$ cat src/sv/ebf_pkg.sv
// Shared types and constants for the enclosing bracket finder.
// Used by ebf_ctrl, ebf_dpath and enclosing_bracket_finder; no dependencies.
package ebf_pkg;

    // Buffer geometry: addresses follow the 6-bit query position field.
    localparam int STORE_DEPTH = 64;
    localparam int MAX_TEXT    = 64;
    localparam int ADDR_W      = 6;
    localparam int LEN_W       = 7;
    localparam int BYTE_W      = 8;
    localparam int CMD_W       = 2;

    // Request codes.
    localparam logic [CMD_W-1:0] CMD_CLEAR  = 2'd0;
    localparam logic [CMD_W-1:0] CMD_APPEND = 2'd1;
    localparam logic [CMD_W-1:0] CMD_QUERY  = 2'd2;

    // Characters of interest.
    localparam logic [BYTE_W-1:0] CH_OPEN  = 8'h28;
    localparam logic [BYTE_W-1:0] CH_CLOSE = 8'h29;

    typedef enum logic [2:0] {
        ST_IDLE,
        ST_BACK,
        ST_FWD,
        ST_EMIT,
        ST_RESP
    } t_state;

    typedef enum logic [1:0] {
        MODE_BACK,
        MODE_FWD,
        MODE_EMIT
    } t_mode;

    // Controller to datapath commands.
    typedef struct packed {
        logic clear;
        logic append;
        logic load_back;
        logic load_fwd;
        logic load_emit;
        logic emit_whole;
        logic scan;
        logic put_empty;
    } t_ctl;

    // Datapath to controller status.
    typedef struct packed {
        logic query_bad;
        logic found;
        logic scan_end;
        logic open_ok;
    } t_sts;

endpackage

$ cat src/sv/ebf_ctrl.sv
// Sequencer for the enclosing bracket finder: backward scan, forward scan, emit.
// Depends on ebf_pkg; drives ebf_dpath through t_ctl and reads t_sts.
module ebf_ctrl (
    input  logic                  i_clk,
    input  logic                  i_rst_n,
    input  logic                  i_start,
    input  logic [ebf_pkg::CMD_W-1:0] i_cmd,
    input  ebf_pkg::t_sts         i_sts,
    output ebf_pkg::t_ctl         o_ctl,
    output logic                  o_busy
);
    import ebf_pkg::*;

    t_state r_state;
    t_state n_state;
    logic   w_go;

    assign w_go   = i_start && (r_state == ST_IDLE);
    assign o_busy = (r_state != ST_IDLE);

    always_ff @(posedge i_clk) begin
        if (!i_rst_n) begin
            r_state <= ST_IDLE;
        end else begin
            r_state <= n_state;
        end
    end

    // next state
    always_comb begin
        n_state = r_state;
        case (r_state)
            ST_IDLE: begin
                if (w_go && (i_cmd == CMD_QUERY)) begin
                    n_state = i_sts.query_bad ? ST_RESP : ST_BACK;
                end
            end
            ST_BACK: begin
                if (i_sts.found || i_sts.scan_end) begin
                    n_state = ST_FWD;
                end
            end
            ST_FWD: begin
                if (i_sts.found) begin
                    n_state = i_sts.open_ok ? ST_EMIT : ST_RESP;
                end else if (i_sts.scan_end) begin
                    n_state = i_sts.open_ok ? ST_RESP : ST_EMIT;
                end
            end
            ST_EMIT: begin
                if (i_sts.scan_end) begin
                    n_state = ST_IDLE;
                end
            end
            ST_RESP: begin
                n_state = ST_IDLE;
            end
            default: begin
                n_state = ST_IDLE;
            end
        endcase
    end

    // outputs
    always_comb begin
        o_ctl = '0;
        case (r_state)
            ST_IDLE: begin
                o_ctl.clear     = w_go && (i_cmd == CMD_CLEAR);
                o_ctl.append    = w_go && (i_cmd == CMD_APPEND);
                o_ctl.load_back = w_go && (i_cmd == CMD_QUERY) && !i_sts.query_bad;
            end
            ST_BACK: begin
                o_ctl.scan     = 1'b1;
                o_ctl.load_fwd = i_sts.found || i_sts.scan_end;
            end
            ST_FWD: begin
                o_ctl.scan       = 1'b1;
                o_ctl.load_emit  = (i_sts.found && i_sts.open_ok)
                                || (i_sts.scan_end && !i_sts.open_ok);
                o_ctl.emit_whole = !i_sts.found;
            end
            ST_EMIT: begin
                o_ctl.scan = 1'b1;
            end
            ST_RESP: begin
                o_ctl.put_empty = 1'b1;
            end
            default: begin
                o_ctl = '0;
            end
        endcase
    end

endmodule

$ cat src/sv/ebf_dpath.sv
// Datapath: text memory, scan pointer, nesting depth and result register.
// Depends on ebf_pkg; commanded by ebf_ctrl.
module ebf_dpath (
    input  logic                        i_clk,
    input  logic                        i_rst_n,
    input  ebf_pkg::t_ctl               i_ctl,
    input  logic [ebf_pkg::BYTE_W-1:0]  i_text_byte,
    input  logic [ebf_pkg::ADDR_W-1:0]  i_query_position,
    output ebf_pkg::t_sts               o_sts,
    output logic [ebf_pkg::BYTE_W-1:0]  o_out_byte,
    output logic                        o_is_empty,
    output logic                        o_last_byte,
    output logic                        o_strobe
);
    import ebf_pkg::*;

    logic [BYTE_W-1:0] mem [STORE_DEPTH];

    logic [LEN_W-1:0]  r_len;
    logic [ADDR_W-1:0] r_pos;
    logic [ADDR_W-1:0] r_ptr;
    logic [LEN_W-1:0]  r_remain;
    logic [LEN_W-1:0]  r_depth;
    t_mode             r_mode;
    logic [ADDR_W-1:0] r_open;
    logic              r_open_ok;

    // read stage
    logic              r_rd_vld;
    logic [BYTE_W-1:0] r_rd_data;
    logic [ADDR_W-1:0] r_rd_idx;
    logic              r_rd_last;

    // result register
    logic              r_o_vld;
    logic [BYTE_W-1:0] r_o_byte;
    logic              r_o_empty;
    logic              r_o_last;

    logic w_load;
    logic w_issue;
    logic w_is_open;
    logic w_is_close;
    logic w_top;
    logic w_found;

    assign w_load     = i_ctl.load_back || i_ctl.load_fwd || i_ctl.load_emit;
    assign w_issue    = i_ctl.scan && !w_load && (r_remain != '0);
    assign w_is_open  = (r_rd_data == CH_OPEN);
    assign w_is_close = (r_rd_data == CH_CLOSE);
    assign w_top      = (r_depth == '0);
    assign w_found    = r_rd_vld && w_top
                     && (((r_mode == MODE_BACK) && w_is_open)
                      || ((r_mode == MODE_FWD) && w_is_close));

    assign o_sts.query_bad = ({1'b0, i_query_position} >= r_len);
    assign o_sts.found     = w_found;
    assign o_sts.scan_end  = (r_remain == '0) && !r_rd_vld;
    assign o_sts.open_ok   = r_open_ok;

    // text memory
    always_ff @(posedge i_clk) begin
        if (i_ctl.append && (r_len < LEN_W'(MAX_TEXT))) begin
            mem[r_len[ADDR_W-1:0]] <= i_text_byte;
        end
        if (w_issue) begin
            r_rd_data <= mem[r_ptr];
        end
    end

    always_ff @(posedge i_clk) begin
        if (!i_rst_n) begin
            r_len     <= '0;
            r_rd_vld  <= 1'b0;
            r_open_ok <= 1'b0;
            r_mode    <= MODE_BACK;
            r_remain  <= '0;
            r_depth   <= '0;
        end else begin
            if (i_ctl.clear) begin
                r_len <= '0;
            end else if (i_ctl.append && (r_len < LEN_W'(MAX_TEXT))) begin
                r_len <= r_len + LEN_W'(1);
            end

            r_rd_vld <= w_issue;
            if (w_issue) begin
                r_rd_idx  <= r_ptr;
                r_rd_last <= (r_remain == LEN_W'(1));
                r_remain  <= r_remain - LEN_W'(1);
                r_ptr     <= (r_mode == MODE_BACK) ? r_ptr - ADDR_W'(1) : r_ptr + ADDR_W'(1);
            end

            if (w_found && (r_mode == MODE_BACK)) begin
                r_open    <= r_rd_idx;
                r_open_ok <= 1'b1;
            end

            // nesting depth tracks pairs seen so far
            if (r_rd_vld && !w_found) begin
                if (r_mode == MODE_BACK) begin
                    if (w_is_close) begin
                        r_depth <= r_depth + LEN_W'(1);
                    end else if (w_is_open) begin
                        r_depth <= r_depth - LEN_W'(1);
                    end
                end else if (r_mode == MODE_FWD) begin
                    if (w_is_open) begin
                        r_depth <= r_depth + LEN_W'(1);
                    end else if (w_is_close) begin
                        r_depth <= r_depth - LEN_W'(1);
                    end
                end
            end

            // phase loads win over the tail of the previous phase
            if (i_ctl.load_back) begin
                r_pos     <= i_query_position;
                r_ptr     <= i_query_position;
                r_remain  <= {1'b0, i_query_position} + LEN_W'(1);
                r_depth   <= '0;
                r_mode    <= MODE_BACK;
                r_open_ok <= 1'b0;
            end else if (i_ctl.load_fwd) begin
                r_ptr    <= r_pos + ADDR_W'(1);
                r_remain <= r_len - {1'b0, r_pos} - LEN_W'(1);
                r_depth  <= '0;
                r_mode   <= MODE_FWD;
            end else if (i_ctl.load_emit) begin
                r_mode <= MODE_EMIT;
                if (i_ctl.emit_whole) begin
                    r_ptr    <= '0;
                    r_remain <= r_len;
                end else begin
                    r_ptr    <= r_open;
                    r_remain <= {1'b0, r_rd_idx} - {1'b0, r_open} + LEN_W'(1);
                end
            end
        end
    end

    // result register
    always_ff @(posedge i_clk) begin
        if (!i_rst_n) begin
            r_o_vld <= 1'b0;
        end else begin
            r_o_vld <= i_ctl.put_empty || (r_rd_vld && (r_mode == MODE_EMIT));
        end
    end

    always_ff @(posedge i_clk) begin
        if (i_ctl.put_empty) begin
            r_o_byte  <= '0;
            r_o_empty <= 1'b1;
            r_o_last  <= 1'b1;
        end else begin
            r_o_byte  <= r_rd_data;
            r_o_empty <= 1'b0;
            r_o_last  <= r_rd_last;
        end
    end

    assign o_strobe    = r_o_vld;
    assign o_out_byte  = r_o_byte;
    assign o_is_empty  = r_o_empty;
    assign o_last_byte = r_o_last;

endmodule

$ cat src/sv/enclosing_bracket_finder.sv
// Top level of the enclosing bracket finder.
// Depends on ebf_pkg, ebf_ctrl and ebf_dpath.
//
// A request is taken when start is high and busy is low. cmd 0 clears the
// text, cmd 1 appends text_byte (dropped once 64 bytes are held), cmd 3 is
// ignored; these three finish in the cycle they are taken and give no result.
// cmd 2 queries a position: the block walks backward from it (inclusive) for
// the unmatched '(' and forward from the next byte for the unmatched ')', then
// streams the bracketed substring, brackets included, one byte per cycle.
// With neither bracket present the whole text is streamed; with only one, or
// a position at or past the text length, a single result with is_empty set is
// given. Each result is shown on o_out_byte/o_is_empty/o_last_byte for exactly
// one cycle while o_strobe is high; the receiver cannot stall it, so it must
// take every strobe. o_last_byte marks the final result of a query.
// Timing: all three phases go through the single read port of the 64-byte
// text memory, one byte per cycle; each phase also waits on the registered
// read and on seeing its own end. After an in-range query is taken, busy
// stays high through the backward scan, the forward scan and any streamed
// span or whole text, longest for a full buffer streamed whole; a scan that
// hits its bracket is shorter. A streamed last result shows in the last busy
// cycle. An empty result costs one busy cycle after the scans (just that one
// cycle for a position out of range) and shows in the first cycle after busy
// drops, so the next request may be taken in that same cycle.
module enclosing_bracket_finder (
    input  logic                       i_clk,
    input  logic                       i_rst_n,
    input  logic                       start,
    output logic                       busy,
    input  logic [ebf_pkg::CMD_W-1:0]  i_cmd,
    input  logic [ebf_pkg::BYTE_W-1:0] i_text_byte,
    input  logic [ebf_pkg::ADDR_W-1:0] i_query_position,
    output logic                       o_strobe,
    output logic [ebf_pkg::BYTE_W-1:0] o_out_byte,
    output logic                       o_is_empty,
    output logic                       o_last_byte
);
    import ebf_pkg::*;

    t_ctl w_ctl;
    t_sts w_sts;

    // sequencer
    ebf_ctrl u_ctrl (
        .i_clk   (i_clk),
        .i_rst_n (i_rst_n),
        .i_start (start),
        .i_cmd   (i_cmd),
        .i_sts   (w_sts),
        .o_ctl   (w_ctl),
        .o_busy  (busy)
    );

    // text store, scanner and result register
    ebf_dpath u_dpath (
        .i_clk            (i_clk),
        .i_rst_n          (i_rst_n),
        .i_ctl            (w_ctl),
        .i_text_byte      (i_text_byte),
        .i_query_position (i_query_position),
        .o_sts            (w_sts),
        .o_out_byte       (o_out_byte),
        .o_is_empty       (o_is_empty),
        .o_last_byte      (o_last_byte),
        .o_strobe         (o_strobe)
    );

    // An empty result always closes its query.
    a_empty_is_last: assert property (@(posedge i_clk) disable iff (!i_rst_n)
        o_strobe && o_is_empty |-> o_last_byte)
        else $error("empty result without last_byte");

    // An empty result carries a zero byte.
    a_empty_zero: assert property (@(posedge i_clk) disable iff (!i_rst_n)
        o_strobe && o_is_empty |-> (o_out_byte == '0))
        else $error("empty result with nonzero byte");

    // A query keeps the block busy in the next cycle.
    a_query_busy: assert property (@(posedge i_clk) disable iff (!i_rst_n)
        start && !busy && (i_cmd == CMD_QUERY) |=> busy)
        else $error("query taken but block not busy");

    // Clear, append and unused codes complete at once.
    a_edit_idle: assert property (@(posedge i_clk) disable iff (!i_rst_n)
        start && !busy && (i_cmd != CMD_QUERY) |=> !busy)
        else $error("non-query request left block busy");

endmodule

$ cat config.mk
export PLATFORM = sky130hd
export DESIGN_NAME = enclosing_bracket_finder
export DESIGN_NICKNAME = d
export VERILOG_FILES = /design/src/sv/ebf_pkg.sv /design/src/sv/ebf_ctrl.sv /design/src/sv/ebf_dpath.sv /design/src/sv/enclosing_bracket_finder.sv
export SDC_FILE = /design/constraint.sdc
export NUM_CORES = 1
export LEC_CHECK = 0
export ABC_AREA = 0
export BUFFER_PORTS_ARGS = -buffer_cell sky130_fd_sc_hd__clkbuf_2
export CORE_MARGIN = 1
export CORE_UTILIZATION = 55
export DETAILED_ROUTE_END_ITERATION = 10
export PLACE_DENSITY_LB_ADDON = 0.05
export REMOVE_ABC_BUFFERS = 1
export SETUP_SLACK_MARGIN = 0.4
export SLEW_MARGIN = 40
export SYNTH_ARGS = -nofsm -noshare
export SYNTH_HDL_FRONTEND = slang
export SYNTH_SLANG_ARGS = --single-unit
$ cat constraint.sdc
create_clock -name i_clk -period 4.7 [get_ports i_clk]
set_input_delay 0.94 -clock i_clk [delete_from_list [all_inputs] [get_ports i_clk]]
set_output_delay 0.94 -clock i_clk [all_outputs]
set_load 0.05 [all_outputs]
==> results.ini <==
[clock_tree]
root_buffer = clkbuf_16
cts.repair.resized = 0
cts_sinks = 584
htree_levels = 2
hold_buffers = 0
post-cts-setup-buffers = 0
clk_pin_slew_worst_paths_ns = 0.06
numCtsBuffers = 57
clk_path_buf_depth = 3
clock_latency_ns = 0.62
tritoncts = yes

[run_status]
outcome = finished, final reports clean

[yosys]
synth_top_cell_area_share = 0.680
syn_avg_cell_area_um2 = 19.2
ys_ff_latch = 584
synthCells = 1256
ys_top_cells_by_area = edfxtp_1, mux4_2, dfxtp_1, ha_1, nor2_1
yosysSeqAreaShare = 0.712
yosys.area.top_type = edfxtp_1
synth_cell_types = 70
syn_area_um2 = 24100
synth_flop_cell = edfxtp_1
synth-edff-count = 545
async_reset_ff_frac = 0
yosys_warnings = 0

[global_routing]
grt_max_degree = 131
antenna_found_initial = 0
grt_pass1_vias = 11900
grt_pass1_wl_mm = 79.5
grt_usage = 0.249
overflow = 0

[timing]
setup-tns-final_ns = 0
rsz0062_at_grt = no
worst_slew_pin_slew_ns = 0.892
final.setup_skew_ns = 0.0314
timing.fmax_ghz = 0.296
min_period_ns = 3.38
hold_violations = 0
slew_headroom = 0.405
slew_violations = 0
period_share = 0.719
setup_viol = 0

[detailed_routing]
post_drt_wl_per_cell_um = 27.5
wirelength_mm = 53.4
drtAntennaViolNets = 0
dr.pass1.iters = 5
dr.first_iter.drc_count = 1321
viasPerCell = 6.21
drcViolationCount = 0
vias = 12100

[floorplanning]
die_w_um = 211
core_region_area_um2 = 43100
dieArea_um2 = 44600
die_y_um = 211
start_util = 0.559
num_rows = 76
io-pin-count = 31

[cells_and_area]
seq_area_um2 = 17100
multi_input_area_um2 = 6590
final_cell_count_no_fill = 1943
fin_area_um2 = 26800
fillerInstances = 3095
drive_above_1_share = 0.245
final_net_count = 1376
n_antenna_cell = 0
syn_to_final_growth_pct = 11.5

[power]
p_leak_uw = 0.00865
power_density_nw_per_um2 = 413
ir_worst_vdd_mv = 0.362

[setup_path]
worstSetupPathType = flop to flop
endpoint_kind = flop
worstPathArrival_ns = 3.62
path_max_fanout = 13
required_ns = 4.94
cp-start-kind = flop

[placed_design]
dp_hpwl_mm = 33.5
placedCellCount = 1844
dpl_cell_area_um2 = 25000
gp_congestion = 0.841
numPortBuffers = 30

[worst_hold_path]
hp-class = flop to flop

[job]
cap_violations = 0

-- power by group --
group | internal [uW] | switching [uW]
registers | 5720 | 37.3
clock network | 2590 | 1900
logic | 343 | 493
total | 8650 | 2430
-- layout by cell type (no fill, tap or decap), drive strengths merged, types with 12 or more instances in the layout --
| cell type | netlist | final |
|---|---|---|
| a21oi | 30 | 30 |
| buf | 20 | 31 |
| clkbuf | 38 | 98 |
| clkinv | 0 | 22 |
| dfxtp | 39 | 39 |
| edfxtp | 545 | 545 |
| ha | 36 | 36 |
| inv | 33 | 35 |
| mux4 | 168 | 168 |
| nand2 | 26 | 26 |
| nand3 | 21 | 21 |
| nor2 | 104 | 104 |
| o21ai | 12 | 12 |
| xnor2 | 24 | 24 |
| xor2 | 16 | 16 |
-- kinds of logic (layout without fill, tap and decap cells) --
kind of cell             Yosys count  count (layout)  share of synthesized area
flip-flops                       584             584                      0.712
adder cells (fa/ha/maj)           39              39                     0.0212
buffers and inverters             91             193                     0.0152
multiplexers                     172             172                      0.159
AND/OR/NAND/NOR                  224             224                     0.0472
AO/OA/AOI/OAI                    106             106                     0.0307
XOR/XNOR                          40              40                     0.0146
-- state kept, by name (all words and copies together), names as in the netlist, 3 cells and up --
register            count
u_dpath.r_rd_idx        6
u_dpath.r_depth         7
u_dpath.r_rd_data       8
u_dpath.r_ptr           6
u_dpath.o_out_byte      8
u_dpath.r_remain        7
u_dpath.r_open          6
u_dpath.r_pos           6
u_ctrl.r_state          3
u_dpath.r_len           7
u_dpath.mem           512
-- worst paths after layout --
check | start | cells past startpoint | endpoint | slack, ns
max | u_ctrl.r_state[0] | 5 | u_dpath.mem[38][6] | 1.32
min | u_dpath.r_rd_idx[1] | 0 | u_dpath.r_open[1] | 0.45
max reg2reg | u_ctrl.r_state[0] | 5 | u_dpath.mem[38][6] | 1.32
min reg2reg | u_dpath.r_rd_idx[1] | 0 | u_dpath.r_open[1] | 0.45
-- cell usage after synthesis, drive strengths merged (5+ instances only) --
cell,instances
a211oi,7
a21o,9
a21oi,30
and2,7
and3,5
buf,20
clkbuf,38
dfxtp,39
edfxtp,545
ha,36
inv,33
mux4,168
nand2,26
nand3,21
nor2,104
nor2b,11
nor3,10
nor4,8
o211ai,11
o21ai,12
xnor2,24
xor2,16
-- layer usage --
layer	track usage	part of all wire	up-vias	wire length (um)
met5	0	0	-	0
met4	0.0677	0.021	0	1120
met3	0.0482	0.068	65	3610
met2	0.372	0.46	443	24600
met1	0.380	0.45	6321	24000
li1	-	-	5237	-
-- stage by stage --
| stage | utilization | worst slack (ns) | power, uW | hold WS, ns |
|---|---|---|---|---|
| after floorplan | - | -2.25 | 6430 | 0.407 |
| after detailed placement | 0.580 | 1.11 | 6700 | 0.443 |
| after CTS | 0.623 | 1.27 | 11200 | 0.459 |
| after global placement | 0.580 | 1.19 | 6700 | 0.436 |
| after global routing | 0.623 | 1.17 | 11400 | 0.473 |
| final | 0.623 | 1.32 | 11100 | 0.452 |
-- final cells by class --
class / count / area share
multi-input combinational: 581 / 0.246
tap: 585 / 0.0273
sequential: 584 / 0.639
inverter: 33 / 0.00462
timing repair buffer: 61 / 0.0157
clock inverter: 31 / 0.0126
clock buffer: 68 / 0.0555
-- worst max-delay path, stage by stage, from the launching register on --
cell     delay [ns]
dfxtp_1        0.42
or3_1          0.49
nor4_4         0.43
and2_0         0.36
nand2_1        0.55
nor2_1         0.75
Note: power is estimated with default switching activity, not from simulation.
